<file path="src/rtl/core/color_matrix_pixel_top_defines.svh">
// Assertion macros shared by the color matrix pixel RTL.
// Included by modules that carry concurrent checks; needs no other file.
`ifndef COLOR_MATRIX_PIXEL_TOP_DEFINES_SVH
`define COLOR_MATRIX_PIXEL_TOP_DEFINES_SVH

`ifndef SYNTHESIS

// check that is switched off while reset is asserted
`define CMP_ASSERT(name, clk, rst_n, prop) \
  name: assert property (@(posedge clk) disable iff (!rst_n) (prop)) \
    else $error("%m: check failed");

// check that must also hold during reset
`define CMP_ASSERT_ALWAYS(name, clk, prop) \
  name: assert property (@(posedge clk) (prop)) \
    else $error("%m: check failed");

`else

`define CMP_ASSERT(name, clk, rst_n, prop)
`define CMP_ASSERT_ALWAYS(name, clk, prop)

`endif

`endif

</file>
<file path="src/rtl/core/cmp_pkg.sv">
// Types, widths and register codes of the color matrix pixel block.
// Used by every module in rtl/core; depends on nothing.
package cmp_pkg;

  localparam int unsigned NumRegs = 8;
  localparam int unsigned ChanW   = 16;
  localparam int unsigned CoefW   = 24;
  localparam int unsigned TermW   = 24;
  localparam int unsigned SumW    = 26;
  localparam int unsigned RegW    = 48;
  localparam int unsigned CfgW    = 49;
  localparam int unsigned ModeBit = 48;

  typedef logic [ChanW-1:0]        chan_t;
  typedef logic signed [CoefW-1:0] coef_t;
  typedef logic signed [TermW-1:0] term_t;
  typedef logic signed [SumW-1:0]  sum_t;
  typedef logic [RegW-1:0]         cfg_reg_t;

  // red sits in the lowest bits
  typedef struct packed {
    chan_t alpha;
    chan_t blue;
    chan_t green;
    chan_t red;
  } pixel_t;

  // [row][column], row = output channel, column = input channel
  typedef coef_t [3:0][3:0] coef_mat_t;
  typedef term_t [3:0][3:0] term_mat_t;
  typedef sum_t  [3:0]      sum_vec_t;

  typedef enum logic [2:0] {
    RegRow0Cols01 = 3'd0,
    RegRow0Cols23 = 3'd1,
    RegRow1Cols01 = 3'd2,
    RegRow1Cols23 = 3'd3,
    RegRow2Cols01 = 3'd4,
    RegRow2Cols23 = 3'd5,
    RegRow3Cols01 = 3'd6,
    RegRow3Cols23 = 3'd7
  } reg_idx_e;

  // identity matrix after reset
  localparam cfg_reg_t RegReset [NumRegs] = '{
    48'd65536, 48'd0, 48'd1099511627776, 48'd0,
    48'd0, 48'd65536, 48'd0, 48'd1099511627776
  };

endpackage

</file>
<file path="src/rtl/core/cmp_sum.sv">
// Stage two: adds the four terms of each matrix row into a 26-bit sum.
// Depends on cmp_pkg.
module cmp_sum (
  input  logic               clk_i,
  input  logic               rst_ni,
  input  logic               in_valid_i,
  output logic               in_ready_o,
  input  cmp_pkg::term_mat_t in_term_i,
  output logic               out_valid_o,
  input  logic               out_ready_i,
  output cmp_pkg::sum_vec_t  out_sum_o
);

  localparam int unsigned ExtW = cmp_pkg::SumW - cmp_pkg::TermW;

  cmp_pkg::sum_vec_t sum_d, sum_q;
  logic valid_q;
  logic adv;

  // sign-extend each term and add the row
  always_comb begin
    for (int r = 0; r < 4; r++) begin
      sum_d[r] = '0;
      for (int c = 0; c < 4; c++) begin
        sum_d[r] = sum_d[r]
                 + {{ExtW{in_term_i[r][c][cmp_pkg::TermW-1]}}, in_term_i[r][c]};
      end
    end
  end

  assign adv        = !valid_q || out_ready_i;
  assign in_ready_o = adv;

  always_ff @(posedge clk_i or negedge rst_ni) begin
    if (!rst_ni) begin
      valid_q <= 1'b0;
    end else if (adv) begin
      valid_q <= in_valid_i;
    end
  end

  always_ff @(posedge clk_i) begin
    if (adv && in_valid_i) begin
      sum_q <= sum_d;
    end
  end

  assign out_valid_o = valid_q;
  assign out_sum_o   = sum_q;

endmodule

</file>
<file path="config.mk">
export PLATFORM = sky130hd
export DESIGN_NAME = cmp_sum
export DESIGN_NICKNAME = d
export VERILOG_FILES = /design/src/rtl/core/color_matrix_pixel_top_defines.svh /design/src/rtl/core/cmp_pkg.sv /design/src/rtl/core/cmp_sum.sv
export SDC_FILE = /design/constraint.sdc
export NUM_CORES = 1
export LEC_CHECK = 0
export ABC_AREA = 1
export BUFFER_PORTS_ARGS = -buffer_cell sky130_fd_sc_hd__clkbuf_2
export CAP_MARGIN = 40
export CORE_AREA = 2 2 195 197
export DETAILED_ROUTE_END_ITERATION = 16
export DIE_AREA = 0 0 197 199
export PLACE_DENSITY_LB_ADDON = 0.3
export SLEW_MARGIN = 20
export SYNTH_ARGS = -nofsm -noshare
export SYNTH_HDL_FRONTEND = slang
export SYNTH_SLANG_ARGS = --single-unit
</file>
<file path="constraint.sdc">
create_clock -name clk_i -period 7 [get_ports clk_i]
set_input_delay 1.05 -clock clk_i [delete_from_list [all_inputs] [get_ports clk_i]]
set_output_delay 1.05 -clock clk_i [all_outputs]
set_load 0.005 [all_outputs]
</file>
==> metrics <==
post-synthesis simple-gate area fraction between 20% and 30%; Die Wd 197 um; Initial Util 43.75%; Crit path required time 7120 ps; Arr. time, crit path 3750 ps; largest net degree at the start of global routing 58; placed cell areas roughly 19,000 um^2; Clock Path Buffers 2; CP Capture Type flop; ratio of cells with drive above 1 in the final layout 18.14%; Gate power share 67.1%; die span in y 199 um; grt total ovfl 0; Yosys top cell area share between 20% and 30%; vias in the first global route 14,630; first-pass GRT wire length just over 70,000 um; Cells after DPL 3,324; switching part of the total 48.99%; CP max-delay cell fa_1; Final GP Congestion about 0.91; Syn Std Cell Area 16,250 um^2; setup TNS 0 ps; Setup Crit Path Kind in2reg; number of post-CTS setup repair buffers 0; Post-CTS Hold Fix Bufs 0; Mapped Cells 2,355; Syn Nets 3,039; # resized after CTS 0; Cell variety after synth 19; DPL Wire Length around 40,000 um; final worst path period need 3629 ps; DIE AREA 39,200 um^2; clock root cell clkbuf_16; ys flop type edfxtp_1; antenna violations before repair 2; xor-xnor portion of the synthesized cell area under 10%; Final ANT Viol Nets 0; Pint 2.510 mW; CTS tree done; Avg Cell Area, Syn around 6.9 um^2; DRT Pass-1 Iters 5; Ys Warns 0; htree depth 3; Sink Count 105; PwrDens around 250 nW/um^2; post-synthesis async set-or-reset flop share 0.9524%; area of the core between 30,000 and 40,000 um^2; Initial DRC Count 603; CP Buf/Inv Count 3; GRT Total Usage 22.79%; Area growth syn-to-layout 20.79%; Switching Power roughly 2.4 mW; outcome finished, final reports clean; Tightest Hold Check Type in2async; clock latency on the worst-skew pair 360 ps; dominant delay contributor by cell family on the critical path adder cells; Rows 71; relative slew slack about 52%; clock buffer count from CTS 9; Synth area leader fa_1; RSZ-0062 raised after global routing false; # DRC 0; Max-Cap Viols 0; Design Area, Final 19,620 um^2; Synth top cells by count 882 x inv_1, 700 x nand2_1, 196 x fa_1; Layout Cells excl Fill 3,342; top-count cell post-synth inv_1; Finish-stage setup viols 0; post-synthesis adder-cell area fraction 31.85%; final net count 3,546; drt via density 4.448; Max Fclk 0.2755 GHz; Final Cycle Share 51.85%; post-synthesis compound-gate area fraction around 1.6%; final hold vios 0; Sequential Power Share 22.5%; Worst VDD drop 0.1056 mV; clk_skew 7.310 ps; CP cell instances clkbuf_2 -> inv_1 -> fa_1 -> inv_1 -> fa_1 -> ha_1 -> fa_1 -> nand2_1 -> nand2_1 -> nand3_1 -> nand2_1 -> nand2_1 -> nand3_1 -> nand2_1 -> nand2_1; Min Hold Slack 446.6 ps; final WL 44,850 um; vias 14,870; crit start category input port; clock-pin transition on the worst setup and hold timing paths about 80 ps; main combinational cell family by area after synthesis adder cells; leakage roughly 13 nW; number of synthesized flops with an enable pin 104; Avg WL per Cell between 10 and 15 um; Seq cells post-synth 105; clock power share 10.4%; Most Frequent Cell on Critical Path nand2_1; Slew Viols, Final 0; actual slew at the worst max-slew pin around 710 ps; max incr delay on CP 520 ps; Area contributors post-synth fa_1 24%, inv_1 20%, edfxtp_1 19%, nand2_1 16%, ha_1 7.7%; post-synthesis sequential area ratio 19.38%; port bufs 493; post-synthesis mux area share 0%; crit-path max FO 3; I/O pins 494
==> metal layers <==
layer	up-vias	routed length (um)	GRT usage, %
met3	32	2469	3.544
met2	416	22550	41.72
li1	7635	-	-
met4	2	571	4.344
met1	6781	19250	28.53
met5	-	13	0
==> cell usage in the layout, fill, tap and decap left out, types with 2 or more instances in the layout <==
cell	count
inv_1	882
nand2_1	700
clkbuf_2	493
fa_1	196
nor2_1	124
edfxtp_1	104
ha_1	100
nand3_1	83
xor2_1	50
a21oi_1	49
nand4_1	25
clkbuf_16	9
and2_1	8
nor3_1	8
nor2_2	7
xnor2_1	5
or2_1	4
nand3b_1	4
or2_2	3
clkbuf_1	3
clkinv_2	2
buf_4	2
==> power by group through the flow <==
| stage | combinational, mW | sequential [mW] | clock [mW] |
|---|---|---|---|
| after floorplan | 2.25 | 1.12 | 0 |
| after global placement | 3.26 | 1.12 | 0 |
| after detailed placement | 3.30 | 1.12 | 0 |
| after CTS | 3.32 | 1.11 | 0.526 |
| after global routing | 3.81 | 1.12 | 0.542 |
| final | 3.30 | 1.11 | 0.511 |
==> layout make-up <==
cell class,instances,area (um^2)
Antenna cell,1,2.502
Clock buffer,13,250.2
Clock inverter,3,17.52
Fill cell,3671,17510
Inverter,882,3311
Multi-Input combinational cell,1368,9798
Sequential cell,105,3148
Tap cell,474,593.1
Timing Repair Buffer,496,2502
==> cells by family (layout without fill, tap and decap cells) <==
family                     after synthesis  in the layout
buffers and inverters                  882           1394
xor gates and xnor gates                55             55
DFF                                    105            105
and+or+nand+nor                        966            966
adders and majority gates              296            296
other                                    0              1
AOI/OAI and AO/OA                       51             51
==> flip-flops by register name, summed over array words and instances, names as in the netlist <==
register	count
out_valid_o	1
out_sum_o	104
==> path summary, 6_finish.rpt <==
check,endpoint,depth (start not counted),slack [ps],from
setup / recovery,out_sum_o[103]$_DFFE_PP_,15,3370,in_term_i[313]
hold / removal,out_valid_o$_DFFE_PN0N_,1,450,rst_ni
setup reg to reg,out_sum_o[42]$_DFFE_PP_,4,4730,out_valid_o$_DFFE_PN0N_
hold reg to reg,out_valid_o$_DFFE_PN0N_,2,600,out_valid_o$_DFFE_PN0N_
max in group asynchronous,out_valid_o$_DFFE_PN0N_,1,6470,rst_ni
min in group clk_i,out_valid_o$_DFFE_PN0N_,2,600,out_valid_o$_DFFE_PN0N_
==> metrics by stage <==
stage | setup slack [ps] | util (%) | power, mW
after floorplan | 290.4 | - | 3.367
after global placement | 3034 | 52.06 | 4.375
after detailed placement | 3017 | 52.06 | 4.424
after CTS | 3402 | 52.78 | 4.954
after global routing | 3226 | 52.84 | 5.472
final | 3371 | 52.84 | 4.920
No activity file was read; power rests on OpenSTA's default activity.
