### config.mk
export PLATFORM = sky130hd
export DESIGN_NAME = cmp_clamp
export DESIGN_NICKNAME = d
export VERILOG_FILES = /design/src/rtl/core/cmp_pkg.sv /design/src/rtl/core/cmp_clamp.sv
export VERILOG_INCLUDE_DIRS = /design/src /design/src/rtl/core
export SDC_FILE = /design/constraint.sdc
export NUM_CORES = 1
export LEC_CHECK = 0
export BUFFER_PORTS_ARGS = -buffer_cell sky130_fd_sc_hd__buf_2
export CAP_MARGIN = 25
export CORE_ASPECT_RATIO = 1.75
export CORE_UTILIZATION = 35
export DETAILED_ROUTE_END_ITERATION = 12
export GPL_TIMING_DRIVEN = 0
export PLACE_DENSITY = 0.59
export RECOVER_POWER = 100
export REMOVE_ABC_BUFFERS = 1
export SLEW_MARGIN = 10
export SYNTH_ARGS = -nofsm -noshare
export SYNTH_HDL_FRONTEND = slang
export SYNTH_SLANG_ARGS = --single-unit
### constraint.sdc
create_clock -name clk_i -period 6.51 [get_ports clk_i]
set_input_delay 0.651 -clock clk_i [delete_from_list [all_inputs] [get_ports clk_i]]
set_output_delay 0.651 -clock clk_i [all_outputs]
set_load 0.005 [all_outputs]
### src/rtl/core/color_matrix_pixel_top_defines.svh
// Assertion macros shared by the color matrix pixel RTL.
// Included by modules that carry concurrent checks; needs no other file.
`ifndef COLOR_MATRIX_PIXEL_TOP_DEFINES_SVH
`define COLOR_MATRIX_PIXEL_TOP_DEFINES_SVH

`ifndef SYNTHESIS

// check that is switched off while reset is asserted
`define CMP_ASSERT(name, clk, rst_n, prop) \
  name: assert property (@(posedge clk) disable iff (!rst_n) (prop)) \
    else $error("%m: check failed");

// check that must also hold during reset
`define CMP_ASSERT_ALWAYS(name, clk, prop) \
  name: assert property (@(posedge clk) (prop)) \
    else $error("%m: check failed");

`else

`define CMP_ASSERT(name, clk, rst_n, prop)
`define CMP_ASSERT_ALWAYS(name, clk, prop)

`endif

`endif

### src/rtl/core/cmp_pkg.sv
// Types, widths and register codes of the color matrix pixel block.
// Used by every module in rtl/core; depends on nothing.
package cmp_pkg;

  localparam int unsigned NumRegs = 8;
  localparam int unsigned ChanW   = 16;
  localparam int unsigned CoefW   = 24;
  localparam int unsigned TermW   = 24;
  localparam int unsigned SumW    = 26;
  localparam int unsigned RegW    = 48;
  localparam int unsigned CfgW    = 49;
  localparam int unsigned ModeBit = 48;

  typedef logic [ChanW-1:0]        chan_t;
  typedef logic signed [CoefW-1:0] coef_t;
  typedef logic signed [TermW-1:0] term_t;
  typedef logic signed [SumW-1:0]  sum_t;
  typedef logic [RegW-1:0]         cfg_reg_t;

  // red sits in the lowest bits
  typedef struct packed {
    chan_t alpha;
    chan_t blue;
    chan_t green;
    chan_t red;
  } pixel_t;

  // [row][column], row = output channel, column = input channel
  typedef coef_t [3:0][3:0] coef_mat_t;
  typedef term_t [3:0][3:0] term_mat_t;
  typedef sum_t  [3:0]      sum_vec_t;

  typedef enum logic [2:0] {
    RegRow0Cols01 = 3'd0,
    RegRow0Cols23 = 3'd1,
    RegRow1Cols01 = 3'd2,
    RegRow1Cols23 = 3'd3,
    RegRow2Cols01 = 3'd4,
    RegRow2Cols23 = 3'd5,
    RegRow3Cols01 = 3'd6,
    RegRow3Cols23 = 3'd7
  } reg_idx_e;

  // identity matrix after reset
  localparam cfg_reg_t RegReset [NumRegs] = '{
    48'd65536, 48'd0, 48'd1099511627776, 48'd0,
    48'd0, 48'd65536, 48'd0, 48'd1099511627776
  };

endpackage

### src/rtl/core/cmp_clamp.sv
// Stage three: clamps alpha, then the colors to 0..65535 or 0..alpha; output register.
// Depends on cmp_pkg and color_matrix_pixel_top_defines.svh.
`include "color_matrix_pixel_top_defines.svh"

module cmp_clamp (
  input  logic              clk_i,
  input  logic              rst_ni,
  input  logic              premult_i,
  input  logic              in_valid_i,
  output logic              in_ready_o,
  input  cmp_pkg::sum_vec_t in_sum_i,
  output logic              out_valid_o,
  input  logic              out_ready_i,
  output cmp_pkg::pixel_t   out_pix_o
);

  localparam int unsigned ChanW = cmp_pkg::ChanW;
  localparam int unsigned SumW  = cmp_pkg::SumW;

  cmp_pkg::chan_t  alpha_c, hi_c;
  cmp_pkg::chan_t  col_c [3];
  cmp_pkg::sum_t   v;
  cmp_pkg::pixel_t pix_d, pix_q;
  logic valid_q, mode_q;
  logic adv;

  // alpha first, it bounds the colors in premultiplied mode
  always_comb begin
    v = '0;
    if (in_sum_i[3][SumW-1]) begin
      alpha_c = '0;
    end else if (|in_sum_i[3][SumW-2:ChanW]) begin
      alpha_c = '1;
    end else begin
      alpha_c = in_sum_i[3][ChanW-1:0];
    end
    hi_c = premult_i ? alpha_c : '1;
    for (int r = 0; r < 3; r++) begin
      v = in_sum_i[r];
      if (v[SumW-1]) begin
        col_c[r] = '0;
      end else if ((|v[SumW-2:ChanW]) || (v[ChanW-1:0] > hi_c)) begin
        col_c[r] = hi_c;
      end else begin
        col_c[r] = v[ChanW-1:0];
      end
    end
    pix_d.red   = col_c[0];
    pix_d.green = col_c[1];
    pix_d.blue  = col_c[2];
    pix_d.alpha = alpha_c;
  end

  assign adv        = !valid_q || out_ready_i;
  assign in_ready_o = adv;

  always_ff @(posedge clk_i or negedge rst_ni) begin
    if (!rst_ni) begin
      valid_q <= 1'b0;
    end else if (adv) begin
      valid_q <= in_valid_i;
    end
  end

  // mode travels with the beat so checks see the clamp actually applied
  always_ff @(posedge clk_i) begin
    if (adv && in_valid_i) begin
      pix_q  <= pix_d;
      mode_q <= premult_i;
    end
  end

  assign out_valid_o = valid_q;
  assign out_pix_o   = pix_q;

  `CMP_ASSERT(a_premult_bound, clk_i, rst_ni,
    valid_q && mode_q |-> (pix_q.red <= pix_q.alpha) && (pix_q.green <= pix_q.alpha)
                          && (pix_q.blue <= pix_q.alpha))

endmodule

==> metrics.txt, run 1 <==
status finished with violations; failing checks max-capacitance violations, max-slew violations; Hold WS 0.08724 ns; Total Routing Usage GR between 20% and 30%; Top delay family on crit path simple AND/OR/NAND/NOR gates; r2r endpoint out_pix_o[10]; Nets about 720; final core occ between 40% and 50%; most common cell after layout, fill and taps aside buf_2; TNS Setup 0 ns; Hold Path Class in -> async; via/cell ratio between 5 and 6; R2R depth 2; fmax between 0.15 and 0.2 GHz; Min Clock Period, post-route between 5 and 6 ns; crit-path cells buf_2 -> nor4_1 -> and3_1 -> a21oi_1 -> nor2_1 -> ha_1 -> a21o_1 -> a311o_1 -> a311oi_1 -> o2111ai_1 -> and2_0 -> a211oi_1; Die Y 147.7 um; Adder-Cell Fraction of Synth Area roughly an eighth; IO Port Bufs 174; initial antenna violation count 2; Async S/R FF share, synth under 10%; flops & latches, synth between 60 and 70; H-Tree Depth 3; Fin. Hold Viols 0; number of synthesized flops with an enable pin 64; DP Area just over 5000 um^2; largest net degree at the start of global routing 65; Synth area leaders edfxtp_1 (45%), ha_1 (13%), a21oi_1 (9.1%); main combinational cell family by area after synthesis compound AO/OA/AOI/OAI gates; hpwl dp 9.797 mm; Clk Latency, worst-skew pair between 0.3 and 0.4 ns; maximum root-to-sink buffer count 2; DRC errors left 0; mux share of post-synthesis cell area less than 1%; area share of the largest cell type after synthesis 45.28%; TritonRoute pass-1 iters 4; slowest stage delay, CP roughly 0.72 ns; fillers 1165; Compound-Gate Fraction of Synth Area between 20% and 30%; Post-Synth Simple-Gate Area 9.699%; XOR/XNOR share of the synthesized area 0%; Rel. slew slack -185.0%; YS warnings 0; TritonCTS Buffers 9; library cells used by synthesis 41; Worst VDD drop around 0.00012 V; Top FF cell, synth edfxtp_1; DRT Wirelength 12.85 mm; Synth area leader edfxtp_1; hold buffer count at CTS 0; Worst-path clk slew 0.05 ns; core area between 10000 and 15000 um^2; Syn Inst Count roughly 400; Inst Count DP around 700; initial drt markers 208; Startpoint Class primary input; Die Width 85.24 um; setup violators final 0; worst path required time 6.65 ns; period utilization 83.81%; non-filler instance count after layout ~710; Final Skew approximately 0.0057 ns; Resized Gates After CTS 0; routed len/inst roughly 18 um; GRT overflow 0; Max Slew Vio Count 79; via count roughly 4000; critical path fanouts, max 18; mean area per synthesized cell 10.45 um^2; CP Class in -> reg; first-pass GRT wire length about 20 mm; Leakage Power 0.002307 uW; root buf cell clkbuf_16; Core Rows 52; sequential share of the synthesized area between 40% and 50%; GP Congestion a little under 0.8; Area Growth Syn to Fin 26.50%; Slew @ Worst Pin around 4.3 ns; number of top-level pins about 180; share of cells above drive strength 1 between 20% and 30%; Design Area, Final 5369 um^2; RSZ-0062 raised after global routing false; die area 12590 um^2; TritonCTS Sinks 65; CP endpoint kind register; vias in the first global route 3937; worst r2r src out_valid_o; Post CTS Setup Buffer Count 0; most frequent cells in the layout buf_2 (147), a21oi_1 (77), edfxtp_1 (64); Syn Std Cell Area ~4200 um^2; worst reg2reg setup slack 2.45 ns; slowest CP cell o2111ai_1; Starting Density 36.24%; Worst Path Buf+Inv 1; Pwr Density between 200 and 250 nW/um^2; Max-Cap Viols 2; post-route ant nets 0; CP Data Arrival Time between 5 and 6 ns; CTS tree built
## routing by layer
layer | up-vias | global-route usage, % | routed length [um]
met3 | 34 | 3.071 | 790
li1 | 1914 | - | -
met1 | 1842 | 22.48 | 4826
met2 | 188 | 37.74 | 6770
met5 | - | 0 | 13
met4 | 2 | 11.27 | 445
## cell usage after synthesis (4+ instances only)
cell / count
nor4_1: 5
nand4_1: 6
nor2_1: 28
nor3_1: 7
a311oi_1: 17
nand3_1: 6
a211oi_1: 32
edfxtp_1: 64
nand2b_1: 6
o21a_1: 4
a21o_1: 4
buf_2: 10
nand2_1: 13
clkbuf_1: 8
o21ai_0: 10
inv_1: 25
a21oi_1: 77
ha_1: 45
buf_1: 4
## sequential cells by signal, indices dropped and copies added, names as in the netlist
register     cells
out_valid_o      1
out_pix_o       64
## per-stage QoR
stage	total power, uW	setup slack, ns
final	1142	1.054
after global routing	1190	0.6210
after CTS	1154	1.516
after detailed placement	691.7	1.212
after global placement	687.4	0.03744
after floorplan	594.4	1.727
## worst register-to-register path: cells and delay by family (launching register included)
kind          cells  cell delay [ns]
flops             1             0.37
simple gates      2             3.17
## power breakdown
part,switching (uW),internal (uW)
clock network,171,290
registers,6.15,495
logic,104,75.4
## cell type report
cell class	instances	area, um^2	share of cell area, %
antenna	1	2.502	0.04661
clock buffer	10	229.0	4.265
clock inverter	5	47.55	0.8856
inverter	25	93.84	1.748
multi-input combinational	290	2021	37.64
sequential	65	1947	36.26
tap	135	168.9	3.146
timing repair buffer	176	859.6	16.01
## cells by family (layout without fill, tap and decap cells)
kind of cell	after synthesis	in the layout
AO/OA/AOI/OAI	160	160
flip-flops	65	65
multiplexers	3	3
adder cells (fa/ha/maj)	45	45
other	0	1
buffers and inverters	51	216
AND/OR/NAND/NOR	82	82
## worst max path at each step
stage	endpoint	slack [ns]	start	cells past startpoint
floorplan	out_pix_o[33]	1.73	in_sum_i[95]	11
CTS	out_pix_o[13]	1.52	in_sum_i[95]	12
global placement	out_pix_o[43]	0.04	in_sum_i[95]	11
finish	out_pix_o[8]	1.05	in_sum_i[96]	12
global route	out_pix_o[24]	0.62	in_sum_i[96]	12
detailed placement	out_pix_o[13]	1.21	in_sum_i[95]	12
No activity file was read; power rests on OpenSTA's default activity.
==> run 2: changes to the inputs <==
==> constraint.sdc (replaced) <==
create_clock -name clk_i -period 5.72 [get_ports clk_i]
set_input_delay 0.572 -clock clk_i [delete_from_list [all_inputs] [get_ports clk_i]]
set_output_delay 0.572 -clock clk_i [all_outputs]
set_load 0.005 [all_outputs]
==> metrics.txt, run 2 (synthesis results as in run 1) <==
Clk Latency, worst-skew pair 0.33 ns (about the same); TritonCTS Sinks 65 (unchanged); initial antenna violation count 2 (unchanged); first-pass GRT wire length 19.68 mm (unchanged); Hold WS 0.4457 ns (+0.3584 ns); fmax approximately 0.20 GHz; RSZ-0062 raised after global routing false; maximum root-to-sink buffer count 2 (unchanged); Hold Crit Depth 2; Worst VDD drop 0.0001331 V (+14%); Rel. slew slack -182.0% (+2.9 points); worst r2r src out_valid_o; Comb power frac 15.9% (+0.2 points); Max Slew Vio Count 65 (-18%); Fin. Hold Viols 0 (unchanged); via count 4004 (+0.60%); clock power share 40.4% (about the same); critical path fanouts, max 18 (unchanged); Internal 979.7 uW (+14%); CP Class in -> reg; R2R depth 2 (unchanged); Die Y 147.7 um (unchanged); CTS tree built; Slew @ Worst Pin 4.228 ns (-0.04415 ns); CP endpoint kind register; hold buffer count at CTS 1 (+1); Inst Count DP 691 (unchanged); initial drt markers 237 (+14%); most frequent cells in the layout buf_2 (147), a21oi_1 (77), edfxtp_1 (64); worst hold path endpoint out_valid_o; Startpoint Class primary input; routed len/inst 18.15 um (-0.13%); TritonRoute pass-1 iters 5 (+1); DRC errors left 0 (unchanged); status finished with violations; Worst-path clk slew 0.05 ns (about the same); TritonCTS Buffers 9 (unchanged); largest net degree at the start of global routing 65 (unchanged); P_sw 323.7 uW (+15%); DRT Wirelength 12.85 mm (about the same); Max-Cap Viols 1 (-1); hpwl dp 9.797 mm (unchanged); H-Tree Depth 3 (unchanged); number of top-level pins 175 (unchanged); share of cells above drive strength 1 28.85% (+0.30 points); failing checks max-capacitance violations, max-slew violations; Total Routing Usage GR 20.64% (unchanged); final core occ 46.06% (+0.21 points); CP Data Arrival Time 5.14 ns (-0.45 ns); worst reg2reg setup slack 1.69 ns (-0.76 ns); die area 12590 um^2 (unchanged); Starting Density 36.24% (unchanged); post-route ant nets 0 (unchanged); most common cell after layout, fill and taps aside buf_2; Post CTS Setup Buffer Count 0 (unchanged); Pwr Density 241.6 nW/um^2 (+14%); Area Growth Syn to Fin 27.09%; setup violators final 0 (unchanged); GP Congestion 0.7944 (unchanged); vias in the first global route 3937 (unchanged); sw frac 24.83% (+0.15 points); Resized Gates After CTS 0 (unchanged); r2r endpoint out_pix_o[10]; non-filler instance count after layout 708 (+0.14%); max FFs per register 64 (unchanged); GRT overflow 0 (unchanged); Core Rows 52 (unchanged); IO Port Bufs 174 (unchanged); part of the power in registers 43.8% (about the same); Hold Path Class in -> reg; Leakage Power 0.002306 uW (about the same); root buf cell clkbuf_16; core area 11710 um^2 (unchanged); Die Width 85.24 um (unchanged); Min Clock Period, post-route between 4 and 5 ns; Final Skew 0.004118 ns (-0.001566 ns); via/cell ratio 5.655 (+0.46%); Nets 722 (+0.14%); period utilization between 80 and 90%; Hold Startpoint in_valid_i; worst path required time 5.86 ns (-0.79 ns)
==> run 2: cell types whose count changed in the layout (fill, tap and decap cells not counted), sizes merged <==
| cell | before | now |
|---|---|---|
| buf | 150 | 149 |
| clkbuf | 36 | 37 |
| dlygate4sd3 | 0 | 1 |
==> run 2: worst max-delay path by stage <==
stage | startpoint | to | slack, ns | cells after the start
5_1_grt | in_sum_i[96] | out_pix_o[24] | 0.32 | 12
3_3_place_gp | in_sum_i[95] | out_pix_o[43] | -0.67 | 11
4_1_cts | in_sum_i[95] | out_pix_o[13] | 0.81 | 12
3_5_place_dp | in_sum_i[95] | out_pix_o[13] | 0.50 | 12
6_report | in_sum_i[96] | out_pix_o[13] | 0.72 | 12
2_1_floorplan | in_sum_i[95] | out_pix_o[33] | 1.02 | 11
==> run 2: power by group through the flow <==
stage	Combinational, uW	Sequential (uW)	Clock, uW
after CTS	213	567	534
after global placement	205	578	0
after global routing	231	573	552
after floorplan	95.1	581	0
final	207	570	526
after detailed placement	211	576	0
==> run 2: worst max-delay path, cell delays in order <==
cell and delay (ns):
buf_2 0.10, nor4_1 0.40, and3_1 0.70, a21oi_1 0.19, nor2_1 0.61, ha_1 0.38, a21o_1 0.16, a311o_1 0.31
a311oi_1 0.34, o2111ai_2 0.50, and2_1 0.51, a211oi_1 0.34
==> run 2: cell type report <==
cell class | count | area [um^2]
repair buffers | 177 | 858.3
fillers | 1158 | 6317
well taps | 135 | 168.9
inverters | 25 | 93.84
clock buffers | 10 | 229.0
clock inverters | 5 | 47.55
multi-input cells | 290 | 2047
diodes | 1 | 2.502
flip-flops and latches | 65 | 1947
==> run 2: per-stage QoR <==
stage / instance area [um^2] / setup WS [ns] / total power [uW] / setup TNS (ns)
CTS: 5473 / 0.8051 / 1314 / 0
floorplan: 4108 / 1.016 / 676.5 / 0
global placement: 5147 / -0.6736 / 782.3 / -9.811
finish: 5394 / 0.7228 / 1303 / 0
global route: 5394 / 0.3189 / 1356 / 0
detailed placement: 5186 / 0.5009 / 787.3 / 0
==> run 2: metal layers <==
layer  vias up  global-route usage [%]  wire (um)
li1       1913                       -          -
met1      1849                   22.48       4757
met2       206                   37.74       6761
met3        34                   3.071        862
met4         2                   11.27        454
met5         -                       0         13
==> run 3: changes to the inputs <==
--- a/config.mk
+++ b/config.mk
@@ -9,10 +9,10 @@
 export BUFFER_PORTS_ARGS = -buffer_cell sky130_fd_sc_hd__buf_2
 export CAP_MARGIN = 25
 export CORE_ASPECT_RATIO = 1.75
-export CORE_UTILIZATION = 35
+export CORE_UTILIZATION = 49
 export DETAILED_ROUTE_END_ITERATION = 12
 export GPL_TIMING_DRIVEN = 0
-export PLACE_DENSITY = 0.59
+export PLACE_DENSITY = 0.79
 export RECOVER_POWER = 100
 export REMOVE_ABC_BUFFERS = 1
 export SLEW_MARGIN = 10
==> metrics.txt, run 3 (synthesis results as in run 1) <==
RSZ-0062 raised after global routing false; Design Area, Final 5400 um^2 (+0.12%); first-pass GRT wire length 19.06 mm (-3.1%); fmax 0.1909 GHz (-4.6%); CP endpoint kind register; routed len/inst 18.13 um (about the same); Hold WS 0.4394 ns (-0.006272 ns); Pwr Density 251.5 nW/um^2 (+4.1%); Worst VDD drop 0.0001691 V (+27%); TritonCTS Sinks 65 (unchanged); Die Width 72.35 um (-15%); number of top-level pins 175 (unchanged); Nets 722 (unchanged); largest net degree at the start of global routing 65 (unchanged); die area 9052 um^2 (-28%); setup violators final 0 (unchanged); CTS tree built; initial antenna violation count 0 (-2); period utilization 91.57% (+4.2 points); failing checks max-capacitance violations, max-slew violations; CP Data Arrival Time 5.29 ns (+0.15 ns); Leakage Power 0.002333 uW (+1.2%); TritonCTS Buffers 9 (unchanged); Hold Crit Depth 2 (unchanged); Die Y 125.1 um (-15%); status finished with violations; Area Growth Syn to Fin 27.24%; Hold Path Class in -> reg; Starting Density 50.72% (+14 points); Rel. slew slack -174.1% (+7.9 points); TritonRoute pass-1 iters 5 (unchanged); r2r endpoint out_pix_o[12]; root buf cell clkbuf_16; worst r2r src out_valid_o; most common cell after layout, fill and taps aside buf_2; GP Congestion 0.8831 (+11%); vias in the first global route 3955 (+0.46%); GRT overflow 0 (unchanged); H-Tree Depth 3 (unchanged); maximum root-to-sink buffer count 2 (unchanged); Slew @ Worst Pin 4.110 ns (-0.1182 ns); Fin. Hold Viols 0 (unchanged); max FFs per register 64 (unchanged); most frequent cells in the layout buf_2 (151), a21oi_1 (77), edfxtp_1 (64); CP Class in -> reg; via/cell ratio 5.948 (+5.2%); DRC errors left 0 (unchanged); post-route ant nets 0 (unchanged); Min Clock Period, post-route 5.238 ns (+0.2403 ns); non-filler instance count after layout 688 (-2.8%); worst reg2reg setup slack 1.77 ns (+0.08 ns); Core Rows 44 (-15%); Total Routing Usage GR 28.02% (+7.4 points); Max-Cap Viols 1 (unchanged); worst hold path endpoint out_valid_o; share of cells above drive strength 1 29.84% (+1.0 points); initial drt markers 348 (+47%); critical path fanouts, max 18 (unchanged); Worst-path clk slew 0.06 ns (about the same); worst path required time 5.77 ns (-0.09 ns); core area 8368 um^2 (-29%); # diodes 0 (-1); Max Slew Vio Count 65 (unchanged); R2R depth 2 (unchanged); Clk Latency, worst-skew pair 0.34 ns (about the same); DRT Wirelength 12.47 mm (-2.9%); Startpoint Class primary input; IO Port Bufs 174 (unchanged); via count 4092 (+2.2%); Inst Count DP 671 (-2.9%); Hold Startpoint in_valid_i; hpwl dp 9.327 mm (-4.8%); Final Skew 0.004219 ns (+0.0001012 ns); DP Area 5157 um^2 (-0.55%)
==> run 3: metal layers <==
metal	vias to the layer above	GRT usage, %	share of wire [%]
met4	0	14.88	4.1
met5	-	0	0
met3	41	5.963	6.6
met2	213	50.08	53
li1	1916	-	-
met1	1922	29.83	36
==> run 3: how the worst max path moves through the flow <==
| stage | cells after the start | startpoint | to | slack (ns) |
|---|---|---|---|---|
| global route | 12 | in_sum_i[96] | out_pix_o[28] | 0.27 |
| CTS | 12 | in_sum_i[95] | out_pix_o[13] | 0.79 |
| detailed placement | 12 | in_sum_i[95] | out_pix_o[2] | 0.51 |
| global placement | 11 | in_sum_i[95] | out_pix_o[40] | -0.39 |
| floorplan | 11 | in_sum_i[95] | out_pix_o[33] | 1.02 |
| finish | 12 | in_sum_i[96] | out_pix_o[28] | 0.48 |
==> run 3: through the flow <==
stage / power [uW] / util, % / TNS [ns] / setup WS (ns)
detailed placement: 785.9 / 61.63 / 0 / 0.5079
floorplan: 676.5 / - / 0 / 1.016
global placement: 777.4 / 61.21 / -5.721 / -0.3949
CTS: 1355 / 65.48 / 0 / 0.7925
global route: 1405 / 64.53 / 0 / 0.2694
finish: 1358 / 64.53 / 0 / 0.4825
==> run 3: cell type report <==
type / instances / area, um^2
fill: 737 / 2968
sequential: 65 / 1947
inverter: 25 / 93.84
clock inverter: 6 / 82.58
timing repair buffer: 177 / 863.3
clock buffer: 10 / 229.0
tap: 115 / 143.9
multi-input combinational: 290 / 2041
==> run 3: repair_timing <==
item,4_1_cts,5_1_grt
setup endpoints to repair,0,0
hold buffers,1,0
gates resized for setup,0,0
setup buffers,0,0
hold endpoints to repair,1,0
==> run 3: critical path: stages <==
cell,delay (ns)
buf_2,0.10
nor4_1,0.41
and3_1,0.75
a21oi_1,0.22
nor2_1,0.59
ha_1,0.27
nand2_1,0.06
o21ai_0,0.29
o21ai_0,0.18
o2111ai_1,1.05
and2_1,0.59
a211oi_1,0.19
==> run 3: where the power goes <==
part | total [uW] | internal, uW | switching [uW] | leakage, uW
clock network | 579 | 379 | 200 | 0.000152
registers | 570 | 563 | 7.11 | 0.000629
logic | 209 | 86.9 | 122 | 0.00155
